**src/rdc_pkg.sv**
```systemverilog
// ----------------------------------------------------------------------------
// rdc_pkg
// Shared types, constants and the digit-to-ASCII function for the radix
// digit converter.
// ----------------------------------------------------------------------------
package rdc_pkg;

    // Field widths
    localparam int VALUE_W = 32;
    localparam int MAG_W   = 31;
    localparam int RADIX_W = 6;
    localparam int LIMIT_W = 6;
    localparam int CHAR_W  = 8;
    localparam int CNT_W   = 6;

    // Limits
    localparam logic [RADIX_W-1:0] RADIX_MIN       = 6'd2;
    localparam logic [RADIX_W-1:0] RADIX_MAX       = 6'd36;
    localparam logic [LIMIT_W-1:0] CHAR_LIMIT_RST  = 6'd32;

    // Divider: bits of the dividend retired per cycle, divider steps per digit
    localparam int DIV_BITS  = 8;
    localparam int DIV_STEPS = VALUE_W / DIV_BITS;
    localparam int STEP_W    = $clog2(DIV_STEPS);

    // Request queue between front and back
    localparam int QUEUE_DEPTH = 2;
    localparam int QPTR_W      = 1;
    localparam int QCNT_W      = 2;

    // ASCII
    localparam logic [CHAR_W-1:0] CHAR_ZERO = 8'h30;
    localparam logic [CHAR_W-1:0] CHAR_NINE = 8'h39;
    localparam logic [CHAR_W-1:0] CHAR_A    = 8'h41;
    localparam logic [CHAR_W-1:0] CHAR_Z    = 8'h5A;
    localparam logic [CHAR_W-1:0] CHAR_NUL  = 8'h00;
    localparam logic [RADIX_W-1:0] DEC_DIGITS = 6'd10;
    localparam logic [RADIX_W-1:0] DIGIT_TOP  = 6'd35;

    // Request class decided by the front
    typedef enum logic [1:0] {
        KIND_BAD   = 2'd0,
        KIND_EMPTY = 2'd1,
        KIND_CONV  = 2'd2
    } cmd_kind_t;

    typedef struct packed {
        cmd_kind_t            kind;
        logic [MAG_W-1:0]     magnitude;
        logic [RADIX_W-1:0]   radix;
    } cmd_t;

    // Digit 0..35 to '0'-'9','A'-'Z'; anything higher clamps to 'Z'
    function automatic logic [CHAR_W-1:0] digit_char(input logic [RADIX_W-1:0] d);
        logic [CHAR_W-1:0] c;
        if (d < DEC_DIGITS) begin
            c = CHAR_ZERO + CHAR_W'(d);
        end else if (d <= DIGIT_TOP) begin
            c = CHAR_A + CHAR_W'(d - DEC_DIGITS);
        end else begin
            c = CHAR_Z;
        end
        return c;
    endfunction

endpackage

```
**src/rdc_front.sv**
```systemverilog
// ----------------------------------------------------------------------------
// rdc_front
// Input side: holds the char_limit register, classifies each request as
// bad radix, empty or a real conversion, and pushes it into the queue.
// ----------------------------------------------------------------------------
module rdc_front (
    input  logic                            clk,
    input  logic                            rst_n,
    // input channel
    input  logic                            in_valid,
    output logic                            in_stall,
    input  logic signed [rdc_pkg::VALUE_W-1:0] value,
    input  logic [rdc_pkg::RADIX_W-1:0]     radix,
    // config channel
    input  logic                            cfg_valid,
    output logic                            cfg_ready,
    input  logic [rdc_pkg::LIMIT_W-1:0]     cfg_data,
    // queue side
    input  logic                            q_full,
    output logic                            q_push,
    output rdc_pkg::cmd_t                   q_cmd,
    // current limit for the back end
    output logic [rdc_pkg::LIMIT_W-1:0]     char_limit
);

    logic [rdc_pkg::LIMIT_W-1:0] char_limit_reg;

    // Config register, always writable
    assign cfg_ready = 1'b1;

    always_ff @(posedge clk or negedge rst_n)
    begin
        if (!rst_n)
        begin
            char_limit_reg <= rdc_pkg::CHAR_LIMIT_RST;
        end
        else if (cfg_valid && cfg_ready)
        begin
            char_limit_reg <= cfg_data;
        end
    end

    assign char_limit = char_limit_reg;

    // Handshake: stall only when the queue is full
    assign in_stall = q_full;
    assign q_push   = in_valid && !q_full;

    // Classification; radix check comes first
    always_comb
    begin
        q_cmd.magnitude = value[rdc_pkg::MAG_W-1:0];
        q_cmd.radix     = radix;
        if (radix < rdc_pkg::RADIX_MIN || radix > rdc_pkg::RADIX_MAX)
        begin
            q_cmd.kind = rdc_pkg::KIND_BAD;
        end
        else if (value[rdc_pkg::VALUE_W-1] || value == '0 || char_limit_reg == '0)
        begin
            q_cmd.kind = rdc_pkg::KIND_EMPTY;
        end
        else
        begin
            q_cmd.kind = rdc_pkg::KIND_CONV;
        end
    end

endmodule

```
**src/rdc_queue.sv**
```systemverilog
// ----------------------------------------------------------------------------
// rdc_queue
// Two-entry request queue that decouples the front from the back end.
// ----------------------------------------------------------------------------
module rdc_queue (
    input  logic            clk,
    input  logic            rst_n,
    input  logic            push,
    input  rdc_pkg::cmd_t   push_cmd,
    output logic            full,
    input  logic            pop,
    output logic            q_valid,
    output rdc_pkg::cmd_t   pop_cmd
);

    rdc_pkg::cmd_t                 slot_reg [rdc_pkg::QUEUE_DEPTH];
    logic [rdc_pkg::QPTR_W-1:0]    wr_ptr_reg;
    logic [rdc_pkg::QPTR_W-1:0]    rd_ptr_reg;
    logic [rdc_pkg::QCNT_W-1:0]    count_reg;
    logic [rdc_pkg::QCNT_W-1:0]    count_next;

    assign full    = (count_reg == rdc_pkg::QCNT_W'(rdc_pkg::QUEUE_DEPTH));
    assign q_valid = (count_reg != '0);
    assign pop_cmd = slot_reg[rd_ptr_reg];

    // Occupancy
    always_comb
    begin
        count_next = count_reg;
        case ({push, pop})
            2'b10:   count_next = count_reg + 1'b1;
            2'b01:   count_next = count_reg - 1'b1;
            default: count_next = count_reg;
        endcase
    end

    always_ff @(posedge clk or negedge rst_n)
    begin
        if (!rst_n)
        begin
            wr_ptr_reg <= '0;
            rd_ptr_reg <= '0;
            count_reg  <= '0;
        end
        else
        begin
            count_reg <= count_next;
            if (push)
            begin
                wr_ptr_reg <= wr_ptr_reg + 1'b1;
            end
            if (pop)
            begin
                rd_ptr_reg <= rd_ptr_reg + 1'b1;
            end
        end
    end

    // Payload slots, no reset
    always_ff @(posedge clk)
    begin
        if (push)
        begin
            slot_reg[wr_ptr_reg] <= push_cmd;
        end
    end

endmodule

```
**src/rdc_back.sv**
```systemverilog
// ----------------------------------------------------------------------------
// rdc_back
// Conversion engine: repeated division by the radix (eight quotient bits a
// cycle) into a ring digit store, then read-back most significant first.
// ----------------------------------------------------------------------------
module rdc_back #(
    parameter int MAX_DIGITS = 32
) (
    input  logic                            clk,
    input  logic                            rst_n,
    // queue side
    input  logic                            q_valid,
    input  rdc_pkg::cmd_t                   q_cmd,
    output logic                            q_pop,
    input  logic [rdc_pkg::LIMIT_W-1:0]     char_limit,
    // result channel
    output logic                            out_valid,
    input  logic                            out_stall,
    output logic [rdc_pkg::CHAR_W-1:0]      char_code,
    output logic                            last,
    output logic                            empty_res,
    output logic                            bad_radix
);

    localparam int AW = $clog2(MAX_DIGITS);
    localparam logic [AW-1:0] ADDR_TOP = AW'(MAX_DIGITS - 1);

    typedef enum logic [3:0] {
        S_IDLE = 4'b0001,
        S_DIV  = 4'b0010,
        S_RD   = 4'b0100,
        S_OUT  = 4'b1000
    } state_t;

    state_t                          state_reg, state_next;
    logic [rdc_pkg::VALUE_W-1:0]     quot_reg;
    logic [rdc_pkg::VALUE_W-1:0]     quot_next;
    logic [rdc_pkg::RADIX_W-1:0]     rem_reg;
    logic [rdc_pkg::RADIX_W-1:0]     rem_next;
    logic [rdc_pkg::RADIX_W-1:0]     radix_reg;
    logic [rdc_pkg::STEP_W-1:0]      step_reg;
    logic [rdc_pkg::CNT_W-1:0]       digit_count_reg;
    logic [rdc_pkg::CNT_W-1:0]       count_inc;
    logic [rdc_pkg::CNT_W-1:0]       kept;
    logic [rdc_pkg::CNT_W-1:0]       emit_cnt;
    logic [rdc_pkg::CNT_W-1:0]       left_reg;
    logic [AW-1:0]                   wptr_reg;
    logic [AW-1:0]                   rptr_reg;
    logic                            res_last_reg;
    logic                            res_empty_reg;
    logic                            res_bad_reg;
    logic                            digit_done;
    logic                            conv_done;

    // Digit store: one write, one registered read
    logic [rdc_pkg::RADIX_W-1:0]     digit_store [MAX_DIGITS];
    logic [rdc_pkg::RADIX_W-1:0]     rd_data_reg;

    // One divider cycle: eight restoring steps on a 6-bit remainder
    always_comb
    begin : div_step
        logic [rdc_pkg::RADIX_W:0] t;
        t         = '0;
        rem_next  = rem_reg;
        quot_next = quot_reg;
        for (int i = 0; i < rdc_pkg::DIV_BITS; i++)
        begin
            t         = {rem_next, quot_next[rdc_pkg::VALUE_W-1]};
            quot_next = {quot_next[rdc_pkg::VALUE_W-2:0], 1'b0};
            if (t >= {1'b0, radix_reg})
            begin
                quot_next[0] = 1'b1;
                rem_next     = rdc_pkg::RADIX_W'(t - {1'b0, radix_reg});
            end
            else
            begin
                rem_next = t[rdc_pkg::RADIX_W-1:0];
            end
        end
    end

    assign digit_done = (state_reg == S_DIV) && (step_reg == rdc_pkg::STEP_W'(rdc_pkg::DIV_STEPS - 1));
    assign conv_done  = digit_done && (quot_next == '0);

    // Characters to emit: digits kept in the ring, capped by the limit
    assign count_inc = digit_count_reg + 1'b1;
    assign kept      = (int'(count_inc) < MAX_DIGITS) ? count_inc : rdc_pkg::CNT_W'(MAX_DIGITS);
    assign emit_cnt  = (kept < rdc_pkg::CNT_W'(char_limit)) ? kept : rdc_pkg::CNT_W'(char_limit);

    assign q_pop = (state_reg == S_IDLE) && q_valid;

    // Sequencer
    always_comb
    begin
        state_next = state_reg;
        case (state_reg)
            S_IDLE:
            begin
                if (q_valid)
                begin
                    state_next = (q_cmd.kind == rdc_pkg::KIND_CONV) ? S_DIV : S_OUT;
                end
            end
            S_DIV:
            begin
                if (conv_done)
                begin
                    state_next = S_RD;
                end
            end
            S_RD:
            begin
                state_next = S_OUT;
            end
            S_OUT:
            begin
                if (!out_stall)
                begin
                    state_next = res_last_reg ? S_IDLE : S_RD;
                end
            end
            default:
            begin
                state_next = S_IDLE;
            end
        endcase
    end

    always_ff @(posedge clk or negedge rst_n)
    begin
        if (!rst_n)
        begin
            state_reg       <= S_IDLE;
            quot_reg        <= '0;
            rem_reg         <= '0;
            radix_reg       <= '0;
            step_reg        <= '0;
            digit_count_reg <= '0;
            left_reg        <= '0;
            wptr_reg        <= '0;
            rptr_reg        <= '0;
            res_last_reg    <= 1'b0;
            res_empty_reg   <= 1'b0;
            res_bad_reg     <= 1'b0;
        end
        else
        begin
            state_reg <= state_next;
            case (state_reg)
                // Take the next request
                S_IDLE:
                begin
                    if (q_valid)
                    begin
                        res_last_reg  <= 1'b1;
                        res_empty_reg <= (q_cmd.kind != rdc_pkg::KIND_CONV);
                        res_bad_reg   <= (q_cmd.kind == rdc_pkg::KIND_BAD);
                        if (q_cmd.kind == rdc_pkg::KIND_EMPTY)
                        begin
                            digit_count_reg <= '0;
                            quot_reg        <= '0;
                        end
                        else if (q_cmd.kind == rdc_pkg::KIND_CONV)
                        begin
                            quot_reg        <= {1'b0, q_cmd.magnitude};
                            radix_reg       <= q_cmd.radix;
                            rem_reg         <= '0;
                            step_reg        <= '0;
                            digit_count_reg <= '0;
                            wptr_reg        <= '0;
                        end
                    end
                end
                // Divide; a digit completes on the last divider step
                S_DIV:
                begin
                    quot_reg <= quot_next;
                    step_reg <= step_reg + 1'b1;
                    if (digit_done)
                    begin
                        rem_reg         <= '0;
                        digit_count_reg <= count_inc;
                        wptr_reg        <= (wptr_reg == ADDR_TOP) ? '0 : wptr_reg + 1'b1;
                        if (conv_done)
                        begin
                            left_reg <= emit_cnt;
                            rptr_reg <= wptr_reg;
                        end
                    end
                    else
                    begin
                        rem_reg <= rem_next;
                    end
                end
                // Fetch one digit, walking the ring downward
                S_RD:
                begin
                    rptr_reg     <= (rptr_reg == '0) ? ADDR_TOP : rptr_reg - 1'b1;
                    left_reg     <= left_reg - 1'b1;
                    res_last_reg <= (left_reg == rdc_pkg::CNT_W'(1));
                end
                S_OUT:
                begin
                end
                default:
                begin
                end
            endcase
        end
    end

    // Store write and read port
    always_ff @(posedge clk)
    begin
        if (digit_done)
        begin
            digit_store[wptr_reg] <= rem_next;
        end
        if (state_reg == S_RD)
        begin
            rd_data_reg <= digit_store[rptr_reg];
        end
    end

    // Result port
    assign out_valid = (state_reg == S_OUT);
    assign char_code = res_empty_reg ? rdc_pkg::CHAR_NUL : rdc_pkg::digit_char(rd_data_reg);
    assign last      = res_last_reg;
    assign empty_res = res_empty_reg;
    assign bad_radix = res_bad_reg;

endmodule

```
**src/radix_digit_converter_unit.sv**
```systemverilog
// ----------------------------------------------------------------------------
// radix_digit_converter_unit
// Signed 32-bit integer to base-N ASCII digit stream, most significant first.
// ----------------------------------------------------------------------------
// One request at a time is converted. A positive value leaves the two-entry
// request queue, then passes the divider (eight quotient bits per cycle),
// then each emitted character passes the registered digit store read and
// the result state, which holds while out_stall is high. A bad-radix or
// empty request shows its single result in the cycle right after the back
// end takes it from the queue. New requests are taken into the queue, until
// it is full, while the back end converts or waits on a stalled result.
module radix_digit_converter_unit #(
    parameter int MAX_DIGITS = 32
) (
    input  logic                                clk,
    input  logic                                rst_n,
    // request channel
    input  logic                                in_valid,
    output logic                                in_stall,
    input  logic signed [rdc_pkg::VALUE_W-1:0]  value,
    input  logic [rdc_pkg::RADIX_W-1:0]         radix,
    // config channel (char_limit)
    input  logic                                cfg_valid,
    output logic                                cfg_ready,
    input  logic [rdc_pkg::LIMIT_W-1:0]         cfg_data,
    // result channel
    output logic                                out_valid,
    input  logic                                out_stall,
    output logic [rdc_pkg::CHAR_W-1:0]          char_code,
    output logic                                last,
    output logic                                empty_res,
    output logic                                bad_radix
);

    logic                         q_full;
    logic                         q_push;
    rdc_pkg::cmd_t                push_cmd;
    logic                         q_pop;
    logic                         q_valid;
    rdc_pkg::cmd_t                pop_cmd;
    logic [rdc_pkg::LIMIT_W-1:0]  char_limit;

    // Front: config and classification
    rdc_front u_front (
        .clk        (clk),
        .rst_n      (rst_n),
        .in_valid   (in_valid),
        .in_stall   (in_stall),
        .value      (value),
        .radix      (radix),
        .cfg_valid  (cfg_valid),
        .cfg_ready  (cfg_ready),
        .cfg_data   (cfg_data),
        .q_full     (q_full),
        .q_push     (q_push),
        .q_cmd      (push_cmd),
        .char_limit (char_limit)
    );

    // Request queue
    rdc_queue u_queue (
        .clk      (clk),
        .rst_n    (rst_n),
        .push     (q_push),
        .push_cmd (push_cmd),
        .full     (q_full),
        .pop      (q_pop),
        .q_valid  (q_valid),
        .pop_cmd  (pop_cmd)
    );

    // Back: divider, digit store, emission
    rdc_back #(
        .MAX_DIGITS (MAX_DIGITS)
    ) u_back (
        .clk        (clk),
        .rst_n      (rst_n),
        .q_valid    (q_valid),
        .q_cmd      (pop_cmd),
        .q_pop      (q_pop),
        .char_limit (char_limit),
        .out_valid  (out_valid),
        .out_stall  (out_stall),
        .char_code  (char_code),
        .last       (last),
        .empty_res  (empty_res),
        .bad_radix  (bad_radix)
    );

endmodule

```
**config.mk**
```make
export PLATFORM = sky130hd
export DESIGN_NAME = radix_digit_converter_unit
export DESIGN_NICKNAME = d
export VERILOG_FILES = /design/src/rdc_pkg.sv /design/src/rdc_front.sv /design/src/rdc_queue.sv /design/src/rdc_back.sv /design/src/radix_digit_converter_unit.sv
export SDC_FILE = /design/constraint.sdc
export NUM_CORES = 1
export LEC_CHECK = 0
export ABC_CLOCK_PERIOD_IN_PS = 21200
export BUFFER_PORTS_ARGS = -buffer_cell sky130_fd_sc_hd__buf_4
export CAP_MARGIN = 40
export CORE_UTILIZATION = 50
export CTS_CLUSTER_SIZE = 30
export DETAILED_ROUTE_END_ITERATION = 10
export GPL_TIMING_DRIVEN = 0
export PLACE_DENSITY = 0.67
export SYNTH_ARGS = -nofsm -noshare
export SYNTH_HDL_FRONTEND = slang
export SYNTH_SLANG_ARGS = --single-unit
```
**constraint.sdc**
```tcl
create_clock -name clk -period 21.2 [get_ports clk]
set_clock_uncertainty 0.05 [all_clocks]
set_input_delay 2.12 -clock clk [delete_from_list [all_inputs] [get_ports clk]]
set_output_delay 2.12 -clock clk [all_outputs]
set_load 0.05 [all_outputs]
```
==> impl_metrics.ini <==
[min_path]
min-delay-path-class = flop to flop

[flow_run]
cap_violations = 0

[clocking]
root_buffer = clkbuf_16
clock_latency_ps = 540
clock_path_buffers = 3
cts_tree = yes
cts_buffers = 38
htreeDepth = 2
cts.sinks = 361
clk_pin_slew_ps = 60
cts_hold_buf = 0

[global_route]
grt_pass1_wl_um = 71140
grt_max_degree = 51
grt_pass1_vias = 12420
antenna_found_initial = 0
grt-ovfl-total = 0
grtUsageTotal_pct = 24.35

[timing]
rsz0062_at_grt = no
fmax_ghz = 0.05148
worst_hold_slack_ps = 435.2
fin_crit_sh_pct = 91.63
layout_setup_ws_ps = 1775
tightest_slew_ps = 882.3
setup_viol = 0
slew_violations = 0
fin_crit_ps = 19430
hold_viol_final = 0
maxSlewHeadroom_pct = 41.18

[placement]
dpl.hpwl_um = 32450
dp_cells = 1989
port_buffers = 61
gp_congestion = 0.8457
pre_cts_ws_ps = 1333

[logic_synthesis]
yosys.area.top_type_share_pct = 44.94
ys_top_cells_by_area = edfxtp_1, dfrtp_1, mux4_2, ha_1, o21ai_0
netlist_instances = 1453
yosysWarningCount = 0
async_reset_ff_share_pct = 23.55
synthesis.nets = 1584
synth.distinct_cells = 92
synth_edf_count = 276
ys_seq_elements = 361
mappedNetlistArea_um2 = 18440
syn_avg_cell_area_um2 = 12.69
yosysMostFrequentCell = edfxtp_1
dominantRegCellSynth = edfxtp_1
netlist_top_cells_count = edfxtp_1, nand2_1, o21ai_0, nor2_1, dfrtp_1
yosysSeqAreaShare_pct = 56.49
yosysTopAreaCell = edfxtp_1

[status]
status = finished, final reports clean

[setup_path]
crit_type = flop to flop
cp.arrival_ps = 19650
cp_slowest_stage_delay_ps = 680
critPathSlowestCell = or4b_2
endpoint_kind = flop
cpMostUsedCell = o21ai_0
critPathLaunchType = flop
critical_path_required_ps = 21420
crit_fanout = 20

[route]
viasPerCell = 6.047
ant_nets = 0
first_iter_violations = 1167
firstDrtPassIters = 7
finalWirelength_um = 44680
vias = 12470
drc = 0
wl_per_cell_um = 21.67

[die]
ios = 63
core_region_area_um2 = 35910
fp.dieW_um = 194.1
die_h_um = 194.1
rows = 69
die_area_um2 = 37660
start_util_pct = 51.35

[finish]
final_cells = 2062
antenna-diode-count = 0
final_core_util_pct = 58.39
fin_nets = 1702
fillers = 2859
drive_above_1_share_pct = 15.80
syn2layout_area_growth_pct = 13.72
largest_reg_flops = 192
==> cell families (layout without fill, tap and decap cells) <==
group	Yosys count	in the layout	share of synthesized area, %
DFF	361	361	56.49
buffers and inverters	141	289	3.094
AOI/OAI and AO/OA	321	321	11.57
muxes	118	118	10.65
xor gates and xnor gates	39	39	1.852
other	1	1	0.02033
adders and majority gates	82	82	5.889
and+or+nand+nor	390	390	10.43
==> cells in the final DEF (no fill, tap or decap), drive strengths merged, types with 5 or more instances in the layout <==
| master | count |
|---|---|
| edfxtp | 276 |
| nand2 | 127 |
| o21ai | 98 |
| buf | 95 |
| clkbuf | 91 |
| nor2 | 86 |
| dfrtp | 83 |
| inv | 81 |
| ha | 74 |
| a21oi | 66 |
| mux4 | 60 |
| nor3 | 47 |
| mux2i | 46 |
| xnor2 | 26 |
| a211oi | 22 |
| a31oi | 21 |
| nand3 | 18 |
| nor4 | 18 |
| nor2b | 17 |
| clkinv | 17 |
| o31ai | 15 |
| o211ai | 15 |
| nand2b | 13 |
| a21o | 13 |
| xor2 | 13 |
| mux2 | 12 |
| and2 | 10 |
| or3 | 10 |
| o21a | 10 |
| and3 | 9 |
| fa | 8 |
| nand4 | 7 |
| a2111oi | 6 |
| or2 | 6 |
| o311ai | 6 |
| a21boi | 6 |
| o31a | 5 |
| nand3b | 5 |
==> final timing paths <==
kind,endpoint,cells past startpoint,startpoint,slack [ps]
worst max register to register,u_back.digit_store[24][1]$_DFFE_PP_,79,u_back.radix_reg[1]$_DFFE_PN0P_,1770
max in group asynchronous,u_front.char_limit[5]$_DFFE_PN1P_,2,rst_n,18900
worst max-delay path,u_back.digit_store[24][1]$_DFFE_PP_,79,u_back.radix_reg[1]$_DFFE_PN0P_,1770
min in group asynchronous,u_back.quot_reg[19]$_DFFE_PN0P_,1,rst_n,1510
worst min-delay path,u_back.radix_reg[2]$_DFFE_PN0P_,2,u_back.radix_reg[2]$_DFFE_PN0P_,440
worst min register to register,u_back.radix_reg[2]$_DFFE_PN0P_,2,u_back.radix_reg[2]$_DFFE_PN0P_,440
==> repair_timing <==
item | 4_1_cts | 5_1_grt
buffers inserted | 0 | 3
setup endpoints to repair | 0 | 209
resized for setup | 0 | 4
==> area by class of cell <==
cell class	count	area, µm²	area share, %
flip-flops and latches	361	10420	49.69
multi-input cells	951	7477	35.65
clock buffers	48	1010	4.815
repair buffers	78	726.9	3.466
well taps	461	576.8	2.750
inverters	81	307.8	1.468
plain buffers	60	266.5	1.271
clock inverters	22	185.2	0.8830
==> stage by stage <==
stage,setup TNS [ps],area (µm²)
after global placement,-3744,19480
final,0,20970
after CTS,0,20940
after floorplan,0,18440
after global routing,0,20970
after detailed placement,0,19740
==> per-layer routing <==
metal,wire [µm],global-route usage (%),part of all wire (%),vias to the layer above
met3,2738,3.583,6.1,69
met4,797,6.202,1.8,0
met2,20380,37.45,46,384
met5,0,0,0,-
met1,20770,36.35,46,6235
li1,-,-,-,5780
==> worst max-delay path: cells and delay by family (launching register included) <==
family | cells | cell delay, ps
and+or+nand+nor | 19 | 3950
adders and majority gates | 8 | 2380
muxes | 2 | 840
AOI/OAI and AO/OA | 40 | 9710
DFF | 1 | 600
buffers and inverters | 10 | 1580
Power is not shown: default switching activity piles up to over one toggle a cycle in this logic, so the estimate is an artifact.
